$ cat src/hdl/kmp_pkg.sv
// ----------------------------------------------------------------------------
// kmp_pkg: shared types and constants for the KMP substring counter
// Sizes of the pattern and failure-link stores, item encoding and
// engine states.
// ----------------------------------------------------------------------------
package kmp_pkg;

  localparam int MAX_PATTERN = 1024;
  // Address width of the pattern store (MAX_PATTERN entries).
  localparam int PAT_AW = (MAX_PATTERN > 1) ? $clog2(MAX_PATTERN) : 1;
  // Width of a length or prefix position, 0..MAX_PATTERN. Also indexes
  // the failure-link store (MAX_PATTERN + 1 entries).
  localparam int LEN_W = $clog2(MAX_PATTERN + 1);
  localparam int SYM_W = 8;
  localparam int CNT_W = 32;

  typedef enum logic [1:0] {
    OP_PAT_NEW,
    OP_PAT_APPEND,
    OP_TEXT_NEW,
    OP_TEXT_CONT
  } op_t;

  typedef struct packed {
    op_t              op;
    logic [SYM_W-1:0] symbol;
  } item_t;

  typedef enum logic [1:0] {
    BK_IDLE,
    BK_WALK,
    BK_LINK
  } bk_state_t;

endpackage

$ cat src/hdl/kmp_queue.sv
// ----------------------------------------------------------------------------
// kmp_queue: two-entry queue between front and engine
// Lets the input stage keep taking transactions while the engine walks
// failure links.
// ----------------------------------------------------------------------------
module kmp_queue (
  input  logic           clk,
  input  logic           rst,
  input  logic           push_valid,
  input  kmp_pkg::item_t push_item,
  output logic           push_ready,
  output logic           pop_valid,
  output kmp_pkg::item_t pop_item,
  input  logic           pop_ready
);

  kmp_pkg::item_t slots [2];
  logic           wr_ptr;
  logic           rd_ptr;
  logic [1:0]     fill;
  logic           do_push;
  logic           do_pop;

  assign push_ready = (fill != 2'd2);
  assign pop_valid  = (fill != 2'd0);
  assign pop_item   = slots[rd_ptr];
  assign do_push    = push_valid && push_ready;
  assign do_pop     = pop_valid && pop_ready;

  always_ff @(posedge clk) begin
    if (rst) begin
      wr_ptr <= 1'b0;
      rd_ptr <= 1'b0;
      fill   <= 2'd0;
    end else begin
      if (do_push) begin
        wr_ptr <= !wr_ptr;
      end
      if (do_pop) begin
        rd_ptr <= !rd_ptr;
      end
      case ({do_push, do_pop})
        2'b10:   fill <= fill + 2'd1;
        2'b01:   fill <= fill - 2'd1;
        default: fill <= fill;
      endcase
    end
  end

  always_ff @(posedge clk) begin
    if (do_push) begin
      slots[wr_ptr] <= push_item;
    end
  end

endmodule

$ cat config.mk
export PLATFORM = sky130hd
export DESIGN_NAME = kmp_queue
export DESIGN_NICKNAME = d
export VERILOG_FILES = /design/src/hdl/kmp_pkg.sv /design/src/hdl/kmp_queue.sv
export SDC_FILE = /design/constraint.sdc
export NUM_CORES = 1
export LEC_CHECK = 0
export ABC_AREA = 1
export BUFFER_PORTS_ARGS = -buffer_cell sky130_fd_sc_hd__buf_2
export CAP_MARGIN = 0
export CORE_MARGIN = 8
export CORE_UTILIZATION = 41
export DETAILED_ROUTE_END_ITERATION = 10
export PLACE_DENSITY = 0.78
export SETUP_SLACK_MARGIN = 0.5
export SYNTH_ARGS = -nofsm -noshare
export SYNTH_HDL_FRONTEND = slang
export SYNTH_SLANG_ARGS = --single-unit
$ cat constraint.sdc
create_clock -name clk -period 1.3 [get_ports clk]
set_input_delay 0.195 -clock clk [delete_from_list [all_inputs] [get_ports clk]]
set_output_delay 0.195 -clock clk [all_outputs]
set_load 0.01 [all_outputs]
==> results.toml, run 1 <==
[timing]
drv_slew = 0
fmax_mhz = 680
tightest_slew_ps = 193
finalClockSkew_ps = 16.2
hold_slack_ps = 44.9
timing.slew.headroom_pct = 87.1
hold_viol = 0
postLayoutSetupSlackWorst_ps = -170
finalSetupViolCount = 12
rsz0062_at_grt = "true"
finalCriticalPeriod_ps = 1470
finalCritPeriodShare_pct = 113

[logic_synthesis]
ys_seq_elements = 25
netlist_area_sq_um = 1030
synth_seq_area_share_pct = 68.1
synth_top_area_share_pct = 58.4
syn_avg_cell_area_sq_um = 14.9
synth.area.top_cells = "edfxtp_1 (58%), dfxtp_1 (9.7%), mux2_4 (8.8%)"
yosysWarnings = 0
yosysTopAreaCell = "edfxtp_1"
synthesis.nets = 84
synthDistinctLibCells = 18
synth_cells = 69

[floorplan]
die_h_microns = 66.1
initial_core_util_pct = 42.3
design.die.area_sq_um = 4370
num_io_pins = 26
rows = 18
coreArea_sq_um = 2430
die_w_microns = 66.1

[cts]
clock_path_buffers = 2
cts_buffers = 3
hold_buffers = 0
cts_sinks = 25
cts.clk_slew.worst_paths_ps = 150
cts_tree = "done"
clk_latency_ps = 330
cts-htree-levels = 1
cts_root_buf = "clkbuf_4"

[worst_setup_path]
worst_path_max_delay_cell = "dfxtp_4"
worstPathArrival_ps = 1270
cp_max_fo = 5
max_stage_delay_ps = 390
crit_top_cell = "buf_6"
end_kind = "primary output"
critPathRequiredTime_ps = 1110
critical_path_class = "register to primary output"
critPathBufInv = 2
crit_chain = "buf_6, mux2_4, buf_6"
crit_path_start_kind = "register"
cp_top_family = "flip-flops"

[finish]
fin_util_pct = 65.1
area_growth_pct = 54.0
mostFrequentLayoutCells = "buf_6 (20), edfxtp_1 (20), buf_2 (13)"
fin_nets = 130
drive_gt1_share_pct = 67.5
diodes = 0
final_area_sq_um = 1580

[power]
peakVddDrop_mv = 1.12
p_leak_nw = 0.650
powerDensity_nw_per_um2 = 1640

[placement]
port-buffer-count = 25
place_area_sq_um = 1260
hpwl_microns = 1490
dpl_worst_slack_ps = 11.3
gp_congestion = 0.626

[run_status]
violations = "setup timing"
status = "complete, but fails checks"

[route]
ant_nets = 0
drt-total-wl_microns = 2270
wl_per_cell_microns = 15.8
drcViolationCount = 0
drtIter0Drc = 11
dr.pass1.iters = 4
vias_per_cell = 4.83
vias = 696

[grt]
grt_usage_pct = 11.2
antenna_found_initial = 0
grt-ovfl-total = 0
grt_pass1_wl_microns = 3610
grt_pass1_vias = 817
grt_max_degree = 16

[worst_hold_path]
min_path_type = "input port to register"

[flow_run]
drv_cap = 0
[cell type report]
class / instances / area (sq um)
multi-input cells: 35 / 364
well taps: 30 / 37.5
clock inverters: 1 / 7.51
flip-flops and latches: 25 / 709
repair buffers: 42 / 400
inverters: 8 / 42.5
clock buffers: 3 / 22.5
fillers: 182 / 848
[registers in the layout, summed over array words and instances, names as in the netlist, named ones only]
| name | cells |
|---|---|
| wr_ptr | 1 |
| fill | 2 |
| rd_ptr | 1 |
| slots | 20 |
[Yosys cell counts]
cell type and count:
nand2_2 1, dfxtp_1 5, inv_1 5, a21oi_1 2, o21ai_2 2, nor2_2 1, nand2_4 3, mux2_4 6
ha_1 1, o21ai_0 1, nor2_1 9, clkinv_4 1, edfxtp_1 20, mux2_2 4, buf_6 1, nand4_1 1
inv_2 2, nand2_1 4
[per-layer routing]
layer  track usage, %  wire length [microns]  vias up
li1                 -                      -      332
met1             9.43                    712      325
met4             7.20                     79        0
met5                0                      0        -
met3             2.54                    154        9
met2             22.4                   1330       30
[power by group]
| part | leakage, nW | total (W) | internal, W | switching (W) |
|---|---|---|---|---|
| Clock | 0.0139 | 0.000360 | 0.000118 | 0.000242 |
| Sequential | 0.230 | 0.00107 | 0.000991 | 0.0000750 |
| Combinational | 0.406 | 0.00117 | 0.000678 | 0.000493 |
| Total | 0.650 | 0.00260 | 0.00179 | 0.000810 |
[worst paths after layout]
kind / from / endpoint / slack, ps / cells after the start
min reg2reg: rd_ptr$_SDFFE_PP0P_ / register / 540 / 2
max reg2reg: fill[1]$_SDFFE_PP0P_ / fill[1]$_SDFFE_PP0P_ / -40 / 10
max: register / pop_item[9] / -170 / 3
min: push_item[1] / slots[1][1]$_DFFE_PP_ / 40 / 1
[worst register-to-register path: stages (launching register included)]
cell	delay, ps
dfxtp_4	410
inv_4	70
nand2_4	60
nand2_4	90
clkinv_4	70
ha_4	280
inv_2	40
nand2_1	50
nor2_1	40
nor2_1	100
nor2_1	40
[cells by family after synthesis]
kind of cell,synth area share [%]
DFF,68.1
AOI/OAI and AO/OA,3.16
and+or+nand+nor,9.85
muxes,13.1
adders and majority gates,1.22
buffers and inverters,4.50
[metrics by stage]
stage | std cells | setup TNS [ps] | power [W]
5_1_grt | 144 | -2390 | 0.00272
6_report | 144 | -1630 | 0.00260
4_1_cts | 139 | -1600 | 0.00245
2_1_floorplan | 69 | 0 | 0.00154
3_5_place_dp | 125 | 0 | 0.00176
3_3_place_gp | 125 | 0 | 0.00171
[what timing repair did]
item | in CTS | in global routing
pin swaps | 8 | 9
gates cloned | 1 | 0
setup endpoints to repair | 37 | 37
resized for setup | 29 | 8
setup buffers | 9 | 5
No activity file was read; power rests on OpenSTA's default activity.
==> run 2: changes to the inputs <==
==> constraint.sdc (replaced) <==
create_clock -name clk -period 1.3 [get_ports clk]
set_input_delay 0.13 -clock clk [delete_from_list [all_inputs] [get_ports clk]]
set_output_delay 0.13 -clock clk [all_outputs]
set_load 0.01 [all_outputs]
==> run 2 against run 1 <==
  * Die area unchanged
  * Total power decreased by 1.5%
  * Sequential power about the same
  * Wire length increased by 2.2%
  * Via count increased by 1.4%
  * Sequential share of layout area decreased by 1.6 points
  * Register-to-register slack improved by 20 ps
  * Largest power group unchanged
  * Clock power decreased by 9.4%
  * First-iteration DRC count increased by 120%
  * The flow still finishes with violations (setup timing)
  * Final cell count increased by 4.9%
  * Clock skew decreased by 13 ps
==> results.toml, run 2 (synthesized netlist as in run 1, its figures left out) <==
[timing]
finalClockSkew_ps = 2.98
finalSetupViolCount = 11
fmax_mhz = 733
drv_slew = 0
postLayoutSetupSlackWorst_ps = -64.7
rsz0062_at_grt = "true"
finalCriticalPeriod_ps = 1360
hold_viol = 0
timing.slew.headroom_pct = 84.3
hold_slack_ps = 9.07
fin_tns_setup_ps = -559
tightest_slew_ps = 236
finalCritPeriodShare_pct = 105

[worst_setup_path]
reg2reg_slack_ps = -20
worstPathArrival_ps = 1230
critPathRequiredTime_ps = 1170
end_kind = "primary output"
rr_startpoint = "fill[0]$_SDFFE_PP0P_"
r2r-end = "fill[1]$_SDFFE_PP0P_"
crit_path_start_kind = "register"
cp_max_fo = 3
critical_path_class = "register to primary output"
reg2reg_depth = 10

[floorplan]
design.die.area_sq_um = 4370
die_h_microns = 66.1
num_io_pins = 26
rows = 18
die_w_microns = 66.1
initial_core_util_pct = 42.3
coreArea_sq_um = 2430

[finish]
mostFrequentLayoutCells = "buf_6 (20), edfxtp_1 (20), buf_2 (13)"
largest_reg_flops = 20
fin_nets = 137
drive_gt1_share_pct = 63.6
diodes = 0
regMostFlops = "slots"
stdcell_count = 151
top_regs = "slots x20, fill x2"
final_area_sq_um = 1650
area_growth_pct = 60.1

[power]
peakVddDrop_mv = 1.04
p_leak_nw = 0.687
powerDensity_nw_per_um2 = 1550

[grt]
grt.busiest_layer = "met2"
grt-ovfl-total = 0
grt_usage_pct = 10.6
grt_pass1_wl_microns = 3550
grt_use_met2_pct = 21.4
grt_use_met3_pct = 2.37
grtUsageMet1_pct = 10.1
grt_max_degree = 14
antenna_found_initial = 0
grt_pass1_vias = 803

[route]
dr.pass1.iters = 4
vias_per_cell = 4.68
ant_nets = 0
wl_per_cell_microns = 15.4
drtIter0Drc = 24
drcViolationCount = 0
vias = 706
drt-total-wl_microns = 2320

[cts]
cts_tree = "done"
cts-htree-levels = 1
cts.clk_slew.worst_paths_ps = 120
cts_sinks = 25
clk_latency_ps = 300
cts_buffers = 3
clock_path_buffers = 2
cts_root_buf = "clkbuf_4"

[worst_hold_path]
holdPathStages = 1
min_path_type = "input port to register"
worstHoldEndpoint = "slots[1][6]$_DFFE_PP_"
min_from = "push_item[6]"

[placement]
hpwl_microns = 1310
dp.cells = 125
port-buffer-count = 25
gp_congestion = 0.649
place_area_sq_um = 1260
dpl_worst_slack_ps = 29.3

[flow_run]
drv_cap = 0

[run_status]
status = "complete, but fails checks"
violations = "setup timing"
run 2: worst max-delay path by stage:
stage	end	slack (ps)
global placement	fill[1]$_SDFFE_PP0P_	90
global route	pop_item[3]	-120
CTS	pop_item[1]	-70
floorplan	fill[1]$_SDFFE_PP0P_	100
detailed placement	fill[1]$_SDFFE_PP0P_	30
finish	pop_item[6]	-60
run 2: worst max-delay path, cell delays in order (launching register included):
cell and delay (ps):
dfxtp_4 370, buf_4 140, mux2_4 300, buf_6 120
run 2: repair_timing:
item                                   4_1_cts  5_1_grt
resized for setup                           30        4
hold buffers                                 0        5
pin swaps                                    7        7
setup endpoints to repair                   37       37
cloned                                       1        0
endpoints found under the hold margin        0       10
buffers inserted                            10        6
run 2: cell type report:
type                    instances  area [sq um]
flip-flops and latches         25           711
multi-input cells              35           357
inverters                       8          37.5
well taps                      30          37.5
repair buffers                 49           478
clock buffers                   4          26.3
fillers                       174           786
run 2: metrics by stage:
step | power (W) | util [%]
2_1_floorplan | 0.00154 | -
3_3_place_gp | 0.00171 | 52.0
3_5_place_dp | 0.00174 | 52.0
4_1_cts | 0.00242 | 63.0
5_1_grt | 0.00268 | 67.7
6_report | 0.00256 | 67.7
run 2: power breakdown:
group          internal, W  switching [W]
clock network     0.000119       0.000206
logic             0.000693       0.000486
registers         0.000992      0.0000622
total              0.00180       0.000754
run 2: layer usage:
| metal | up-vias | share of wire, % |
|---|---|---|
| met5 | - | 0 |
| met4 | 0 | 0.34 |
| met3 | 2 | 4.2 |
| met2 | 17 | 60 |
| met1 | 342 | 35 |
| li1 | 345 | - |
