===== src/hdl/kmp_pkg.sv =====
// ----------------------------------------------------------------------------
// kmp_pkg: shared types and constants for the KMP substring counter
// Sizes of the pattern and failure-link stores, item encoding and
// engine states.
// ----------------------------------------------------------------------------
package kmp_pkg;

  localparam int MAX_PATTERN = 1024;
  // Address width of the pattern store (MAX_PATTERN entries).
  localparam int PAT_AW = (MAX_PATTERN > 1) ? $clog2(MAX_PATTERN) : 1;
  // Width of a length or prefix position, 0..MAX_PATTERN. Also indexes
  // the failure-link store (MAX_PATTERN + 1 entries).
  localparam int LEN_W = $clog2(MAX_PATTERN + 1);
  localparam int SYM_W = 8;
  localparam int CNT_W = 32;

  typedef enum logic [1:0] {
    OP_PAT_NEW,
    OP_PAT_APPEND,
    OP_TEXT_NEW,
    OP_TEXT_CONT
  } op_t;

  typedef struct packed {
    op_t              op;
    logic [SYM_W-1:0] symbol;
  } item_t;

  typedef enum logic [1:0] {
    BK_IDLE,
    BK_WALK,
    BK_LINK
  } bk_state_t;

endpackage


===== src/hdl/kmp_front.sv =====
// ----------------------------------------------------------------------------
// kmp_front: input stage
// Registers each input transaction and classifies it into an operation
// code for the engine.
// ----------------------------------------------------------------------------
module kmp_front (
  input  logic                        clk,
  input  logic                        rst,
  input  logic                        in_valid,
  output logic                        in_stall,
  input  logic                        command,
  input  logic [kmp_pkg::SYM_W-1:0]   symbol,
  input  logic                        first,
  output logic                        push_valid,
  output kmp_pkg::item_t              push_item,
  input  logic                        push_ready
);

  logic           valid;
  logic           valid_next;
  kmp_pkg::item_t item;
  kmp_pkg::item_t item_next;
  logic           accept;

  assign in_stall   = valid && !push_ready;
  assign accept     = in_valid && !in_stall;
  assign push_valid = valid;
  assign push_item  = item;

  always_comb begin
    valid_next       = accept || (valid && !push_ready);
    item_next        = item;
    if (accept) begin
      item_next.symbol = symbol;
      if (command) begin
        item_next.op = first ? kmp_pkg::OP_TEXT_NEW : kmp_pkg::OP_TEXT_CONT;
      end else begin
        item_next.op = first ? kmp_pkg::OP_PAT_NEW : kmp_pkg::OP_PAT_APPEND;
      end
    end
  end

  always_ff @(posedge clk) begin
    if (rst) begin
      valid <= 1'b0;
    end else begin
      valid <= valid_next;
    end
  end

  always_ff @(posedge clk) begin
    item <= item_next;
  end

endmodule


===== config.mk =====
export PLATFORM = sky130hd
export DESIGN_NAME = kmp_front
export DESIGN_NICKNAME = d
export VERILOG_FILES = /design/src/hdl/kmp_pkg.sv /design/src/hdl/kmp_front.sv
export SDC_FILE = /design/constraint.sdc
export NUM_CORES = 1
export LEC_CHECK = 0
export ABC_AREA = 1
export BUFFER_PORTS_ARGS = -buffer_cell sky130_fd_sc_hd__buf_2
export CORE_AREA = 10 10 47 49
export CTS_CLUSTER_DIAMETER = 120
export DETAILED_ROUTE_END_ITERATION = 8
export DIE_AREA = 0 0 57 59
export SYNTH_ARGS = -nofsm -noshare
export SYNTH_HDL_FRONTEND = slang
export SYNTH_SLANG_ARGS = --single-unit

===== constraint.sdc =====
create_clock -name clk -period 2.6 [get_ports clk]
set_clock_uncertainty 0.1 [all_clocks]
set_input_delay 0.13 -clock clk [delete_from_list [all_inputs] [get_ports clk]]
set_output_delay 0.13 -clock clk [all_outputs]
set_load 0.01 [all_outputs]

==> results of run 1 <==
==> layer usage <==
metal | global-route usage | up-vias | share of wire
li1 | - | 142 | -
met1 | 0.0535 | 116 | 0.43
met2 | 0.0744 | 16 | 0.45
met3 | 0.0343 | 2 | 0.11
met4 | 0.0503 | 0 | 0.0092
met5 | 0 | - | 0
==> flip-flops by register name (all words and copies together), names as in the netlist <==
register,cells
push_valid,1
push_item,10
==> layout by cell type (no fill, tap or decap) <==
cell type / synthesis / layout
edfxtp_1: 10 / 10
a21oi_1: 1 / 1
buf_2: 0 / 25
nor2_1: 1 / 1
dlygate4sd3_1: 0 / 11
inv_1: 3 / 3
clkbuf_4: 0 / 3
clkbuf_1: 0 / 1
dfxtp_1: 1 / 1
nand2_2: 1 / 1
inv_2: 1 / 1
==> Yosys cell counts <==
cell type  count
dfxtp_1        1
inv_1          3
inv_2          1
nand2_2        1
nor2_1         1
edfxtp_1      10
a21oi_1        1
==> where the power goes <==
| group | internal [mW] | total [mW] | switching [mW] |
|---|---|---|---|
| registers | 0.205 | 0.207 | 0.00227 |
| clock network | 0.0592 | 0.109 | 0.0496 |
| logic | 0.0256 | 0.0451 | 0.0195 |
| total | 0.290 | 0.361 | 0.0714 |
==> worst max-delay path, cell delays in order (launching register included) <==
cell,delay (ps)
dfxtp_1,320
nand2_2,80
inv_2,40
nor2_1,580
==> worst max-delay path by stage <==
stage	end	slack, ps	depth (start not counted)
after detailed placement	push_item[9]	1110	3
final	push_item[6]	1130	3
after CTS	push_item[9]	1100	3
after global placement	push_item[9]	1160	3
after global routing	push_item[5]	1030	3
after floorplan	push_item[0]	1210	3
==> area by class of cell <==
cell class                 count  area [µm²]  area share
clock buffer                   4        26.3      0.0416
tap                           16        20.0      0.0317
multi-input combinational      3        15.0      0.0238
sequential                    11         320       0.507
inverter                       4        15.0      0.0238
timing repair buffer          36         235       0.372
==> logic make-up (layout without fill, tap and decap cells) <==
kind of cell    Yosys count  in the layout  share of synthesized area
flops                    11             11                      0.914
compound gates            1              1                     0.0143
buf+inv                   4             44                     0.0428
simple gates              2              2                     0.0286
==> metrics by stage <==
stage,power (mW),utilization,hold WS [ps]
global placement,0.244,0.354,189
global route,0.381,0.451,20.6
finish,0.361,0.451,29.7
detailed placement,0.245,0.354,195
floorplan,0.224,-,99.1
CTS,0.369,0.451,13.7
==> flow_summary.ini, run 1 <==
[sta]
rsz0062_at_grt = no
fin_crit_ps = 1470
max-slew-margin-rel = 0.487
finalSetupViolations = 0
hold_viol_final = 0
setup-tns-final_ps = 0
max_slew.worst_pin.slew_ps = 767
final_max_slew_viol_count = 0
max_freq_mhz = 679
period_share = 0.567
final.setup.worst_slack_ps = 1130

[route]
drt_wl_total_um = 868
wl_per_cell_um = 11.7
drcViolationCount = 0
dr.pass1.iters = 1
vias_per_cell = 3.73
num_vias = 276
drtAntennaViolNets = 0
drtIter0Drc = 0

[clock_tree]
clk_path_buf_depth = 2
clock_latency_ps = 260
h-tree-depth = 1
post_cts_buffers = 0
cts_root_buffer = clkbuf_4
ctsResizeCount = 0
numCtsBuffers = 3
cts.sinks = 11
clkSlewWorstSetupHoldPaths_ps = 60
cts_hold_buf = 11
cts_tree = done

[synthesis]
synth_cell_types = 7
syn_area_um2 = 350
ys_ff_latch = 11
synth_top_area_share = 0.857
synth_top_cell_by_area = edfxtp_1
yosysSeqAreaShare = 0.914
avgSynthCellArea_um2 = 19.5
synthCells = 18
syn-num-nets = 32
ys_warn_count = 0
synth_area_leaders = edfxtp_1 86%, dfxtp_1 5.7%, inv_1 3.2%

[grt]
grt_pass1_vias = 304
grt_max_degree = 11
antenna_found_initial = 0
grt_pass1_wl_um = 1350
overflow = 0
grt_use_total = 0.0536

[placement]
placed_cells = 59
place_ws_ps = 1110
port_buffers = 25
placed_area_um2 = 495
place_congestion = 0.590

[setup_path]
cp-start-kind = flop
r2r-start = push_valid
critPathCaptureType = flop
arrival_ps = 1260
path_max_fanout = 10
r2r_slack_ps = 1130
r2r-end = push_item[6]
required_ps = 2390
crit_start = push_valid
r2r_cells = 3
crit_type = reg -> reg

[die]
core_area_um2 = 1400
dieArea_um2 = 3360
die_height_um = 59
row_count = 14
start_util = 0.250
ios = 26
die_w_um = 57

[status]
outcome = complete, no violations

[power_and_ir_drop]
p_leak_nw = 0.294
powerDensity_nw_per_um2 = 572
vdd_ir_drop_max_v = 0.000246

[finish]
n_fill_cell = 145
layout-drive-gt1-share = 0.517
finalNonFillerCells = 74
syn2layout_area_growth_pct = 80.4
antennaDiodeCount = 0
fin_area_um2 = 632
finalNetCount = 73

[worst_hold_path]
whs_endpoint = push_valid
hold_class = in -> reg
min-delay-start = in_valid
whs_path_depth = 3

[flow_run]
cap_violations = 0
Power figures use the tool's default switching activity.
==> run 2, diff against run 1 <==
==> constraint.sdc (replaced) <==
create_clock -name clk -period 1.35 [get_ports clk]
set_clock_uncertainty 0.1 [all_clocks]
set_input_delay 0.0675 -clock clk [delete_from_list [all_inputs] [get_ports clk]]
set_output_delay 0.0675 -clock clk [all_outputs]
set_load 0.01 [all_outputs]
==> run 2 against run 1 <==
Against the previous run: combinational power rose by 110%; hold slack better by 210 ps; first-iteration DRC count up 2; via count down 0.72%; register-to-register slack lost 1000 ps; critical endpoint is now push_valid.
==> flow_summary.ini, run 2 (synthesized netlist as in run 1, its figures left out) <==
[clock_tree]
clkSlewWorstSetupHoldPaths_ps = 60
cts.sinks = 11
numCtsBuffers = 3
h-tree-depth = 1
cts_tree = done
cts_root_buffer = clkbuf_4
clk_path_buf_depth = 2
clock_latency_ps = 250

[grt]
grt_max_degree = 11
grt_pass1_wl_um = 1380
antenna_found_initial = 0
grt_use_total = 0.0532
grt_pass1_vias = 310
overflow = 0

[die]
die_height_um = 59
dieArea_um2 = 3360
ios = 26
start_util = 0.250
core_area_um2 = 1400
row_count = 14
die_w_um = 57

[sta]
fin_crit_ps = 1270
max-slew-margin-rel = 0.913
max_freq_mhz = 788
finalSetupViolations = 0
setup-tns-final_ps = 0
period_share = 0.940
hold_ws_ps = 244
rsz0062_at_grt = no
hold_viol_final = 0
final_max_slew_viol_count = 0
max_slew.worst_pin.slew_ps = 130

[route]
drtAntennaViolNets = 0
vias_per_cell = 3.61
wl_per_cell_um = 11.3
drcViolationCount = 0
num_vias = 274
drt_wl_total_um = 857
dr.pass1.iters = 3
drtIter0Drc = 2

[worst_hold_path]
hold_class = in -> reg
whs_path_depth = 4

[setup_path]
required_ps = 1450
worstSetupEndpoint = push_valid
r2r-end = push_valid
arrival_ps = 1370
r2r_slack_ps = 120
r2r_cells = 3
r2r-start = push_valid
path_max_fanout = 1
crit_type = in -> reg
cp-start-kind = input port
crit_start = rst
critPathCaptureType = flop

[power_and_ir_drop]
switching_share = 0.198
powerDensity_nw_per_um2 = 1080
p_sw_mw = 0.139
seqPwrFrac = 0.568
p_leak_nw = 0.305
power_mw = 0.702
internal-power_mw = 0.563
clkPwrFrac = 0.298
vdd_ir_drop_max_v = 0.000461
power_frac_comb = 0.134

[finish]
finalNonFillerCells = 76
syn2layout_area_growth_pct = 86.1
final_common_cell = buf_2
antennaDiodeCount = 0
finalNetCount = 75
largest_register_ffs = 10
layout-drive-gt1-share = 0.533
final_cell_mix = 25 x buf_2, 12 x dlygate4sd3_1, 10 x edfxtp_1, 3 x inv_1, 3 x clkbuf_4

[placement]
port_buffers = 25
place_congestion = 0.558
placed_cells = 60

[status]
outcome = complete, no violations

[flow_run]
cap_violations = 0
[run 2: cell types whose count changed in the layout (fill, tap and decap cells not counted)]
cell,delta
buf_4,+1
nor2_2,+1
dlygate4sd3_1,+1
nor2_1,-1
[run 2: worst min path at each step]
stage	to	from
floorplan	push_valid	rst
global placement	push_valid	rst
detailed placement	push_valid	rst
CTS	push_item[7]	in_valid
global route	push_item[7]	in_valid
finish	push_item[6]	in_valid
[run 2: layer usage]
| metal | routed length, µm | vias to the layer above | GRT usage |
|---|---|---|---|
| met5 | 0 | - | 0 |
| met3 | 115 | 0 | 0.0365 |
| li1 | - | 146 | - |
| met2 | 399 | 16 | 0.0791 |
| met4 | 0 | 0 | 0.0302 |
| met1 | 343 | 112 | 0.0549 |
[run 2: power groups by stage]
| stage | Clock, mW | Sequential [mW] | Combinational [mW] |
|---|---|---|---|
| 4_1_cts | 0.216 | 0.399 | 0.0947 |
| 6_report | 0.209 | 0.399 | 0.0940 |
| 2_1_floorplan | 0 | 0.419 | 0.0127 |
| 3_5_place_dp | 0 | 0.407 | 0.0676 |
| 5_1_grt | 0.232 | 0.401 | 0.103 |
| 3_3_place_gp | 0 | 0.407 | 0.0673 |
[run 2: metrics by stage]
| step | setup slack, ps | utilization | instance area (µm²) |
|---|---|---|---|
| 6_report | 81.6 | 0.465 | 652 |
| 5_1_grt | 57.6 | 0.465 | 652 |
| 4_1_cts | 107 | 0.465 | 652 |
| 3_5_place_dp | 288 | 0.361 | 505 |
| 3_3_place_gp | 307 | 0.361 | 505 |
| 2_1_floorplan | 142 | - | 353 |
[run 2: area by class of cell]
type,count,area [µm²]
fill,142,749
sequential,11,320
multi-input combinational,3,17.5
timing repair buffer,38,253
inverter,4,15.0
tap,16,20.0
clock buffer,4,26.3
[run 2: repair_timing]
action	in CTS	in global routing
hold buffers	12	0
endpoints found under the setup margin	0	0
setup buffers	0	0
hold endpoints to repair	11	0
resized for setup	0	0
[run 2: critical path, stage by stage]
cell and delay (ps):
dlygate4sd3_1 540, buf_2 120, a21oi_1 90, dlygate4sd3_1 550
==> run 3, diff against run 2 <==
--- a/config.mk
+++ b/config.mk
@@ -6,11 +6,11 @@
 export NUM_CORES = 1
 export LEC_CHECK = 0
 export ABC_AREA = 1
-export BUFFER_PORTS_ARGS = -buffer_cell sky130_fd_sc_hd__buf_2
 export CORE_AREA = 10 10 47 49
 export CTS_CLUSTER_DIAMETER = 120
 export DETAILED_ROUTE_END_ITERATION = 8
 export DIE_AREA = 0 0 57 59
+export DONT_BUFFER_PORTS = 1
 export SYNTH_ARGS = -nofsm -noshare
 export SYNTH_HDL_FRONTEND = slang
 export SYNTH_SLANG_ARGS = --single-unit
==> run 3 against run 2 <==
Against the previous run: cell area is 19% lower; hold slack worse by 88 ps; largest power group unchanged; register-to-register slack worse by 20 ps; sequential cell count unchanged; critical endpoint unchanged.
==> flow_summary.ini, run 3 (synthesized netlist as in run 1, its figures left out) <==
[clock_tree]
post_cts_buffers = 0
clock_latency_ps = 250
cts_tree = done
h-tree-depth = 1
clk_path_buf_depth = 2
cts_root_buffer = clkbuf_4
cts.sinks = 11
numCtsBuffers = 3
clkSlewWorstSetupHoldPaths_ps = 60

[status]
outcome = complete, no violations

[die]
die_height_um = 59
ios = 26
row_count = 14
dieArea_um2 = 3360
die_w_um = 57
start_util = 0.250
core_area_um2 = 1400

[finish]
final_common_cell = dlygate4sd3_1
syn2layout_area_growth_pct = 51.4
post-route-util = 0.379
finalNonFillerCells = 51
largest_register_ffs = 10
antennaDiodeCount = 0
n_fill_cell = 145
final_cell_mix = 12 x dlygate4sd3_1, 10 x edfxtp_1, 3 x inv_1, 3 x clkbuf_4
finalNetCount = 50
layout-drive-gt1-share = 0.229

[power_and_ir_drop]
power_mw = 0.664
switching_share = 0.190
power_frac_comb = 0.070
seqPwrFrac = 0.625
p_leak_nw = 0.205
vdd_ir_drop_max_v = 0.000516
internal-power_mw = 0.538
p_sw_mw = 0.126
clkPwrFrac = 0.305
powerDensity_nw_per_um2 = 1250

[setup_path]
arrival_ps = 1340
cp-start-kind = flop
critPathCaptureType = flop
path_max_fanout = 2
crit_type = reg -> reg
required_ps = 1440

[sta]
final_max_slew_viol_count = 0
max_freq_mhz = 800
max-slew-margin-rel = 0.907
final.setup.worst_slack_ps = 101
finalSetupViolations = 0
hold_viol_final = 0
period_share = 0.925
max_slew.worst_pin.slew_ps = 140
fin_crit_ps = 1250
rsz0062_at_grt = no
setup-tns-final_ps = 0

[grt]
grt_pass1_vias = 242
overflow = 0
grt_max_degree = 11
antenna_found_initial = 0
grt_use_total = 0.0509
grt_pass1_wl_um = 1230

[route]
wl_per_cell_um = 17.0
dr.pass1.iters = 1
vias_per_cell = 4.04
drt_wl_total_um = 867
drtIter0Drc = 0
drcViolationCount = 0
num_vias = 206
drtAntennaViolNets = 0

[worst_hold_path]
hold_class = in -> reg

[placement]
placed_cells = 35
place_ws_ps = 205
place_congestion = 0.569
port_buffers = 0

[flow_run]
cap_violations = 0
==> run 3: worst max-delay path, stage by stage (launching register included) <==
cell and delay [ps]:
dfxtp_4 370, nand2_2 60, a21oi_1 110, dlygate4sd3_1 550
==> run 3: routing by layer <==
layer / wire (µm) / GRT usage / vias to the layer above / share of wire
li1: - / - / 96 / -
met1: 340 / 0.0497 / 94 / 0.39
met2: 454 / 0.0837 / 16 / 0.52
met3: 73 / 0.0279 / 0 / 0.084
met4: 0 / 0.0302 / 0 / 0
met5: 0 / 0 / - / 0
==> run 3: per-stage QoR <==
step / hold slack [ps] / area, µm²
after floorplan: 36.6 / 353
after global placement: 37.9 / 380
after detailed placement: 45.4 / 380
after CTS: 155 / 527
after global routing: 164 / 531
final: 156 / 531
==> run 3: path summary, 6_finish.rpt <==
path                                  from  cells after the start  slack (ps)           end
worst max-delay path            push_valid                      3         100    push_valid
worst min-delay path              in_valid                      3         160  push_item[5]
worst max register to register  push_valid                      3         100    push_valid
worst min register to register  push_valid                      4         770  push_item[5]
==> run 3: power groups by stage <==
| stage | Combinational [mW] | Clock [mW] | Sequential [mW] |
|---|---|---|---|
| 5_1_grt | 0.0508 | 0.233 | 0.417 |
| 3_5_place_dp | 0.0183 | 0 | 0.424 |
| 4_1_cts | 0.0463 | 0.212 | 0.417 |
| 3_3_place_gp | 0.0174 | 0 | 0.424 |
| 6_report | 0.0464 | 0.203 | 0.415 |
| 2_1_floorplan | 0.0127 | 0 | 0.419 |
==> run 3: area by class of cell <==
class / instances / area, µm² / share of cell area
Sequential cell: 11 / 324 / 0.611
Multi-Input combinational cell: 3 / 17.5 / 0.0330
Clock buffer: 4 / 26.3 / 0.0495
Tap cell: 16 / 20.0 / 0.0377
Inverter: 4 / 15.0 / 0.0283
Timing Repair Buffer: 13 / 128 / 0.241
==> run 3: what timing repair did <==
item,4_1_cts,5_1_grt
setup endpoints to repair,0,1
endpoints found under the hold margin,11,0
hold buffers,12,0
resized for setup,0,2
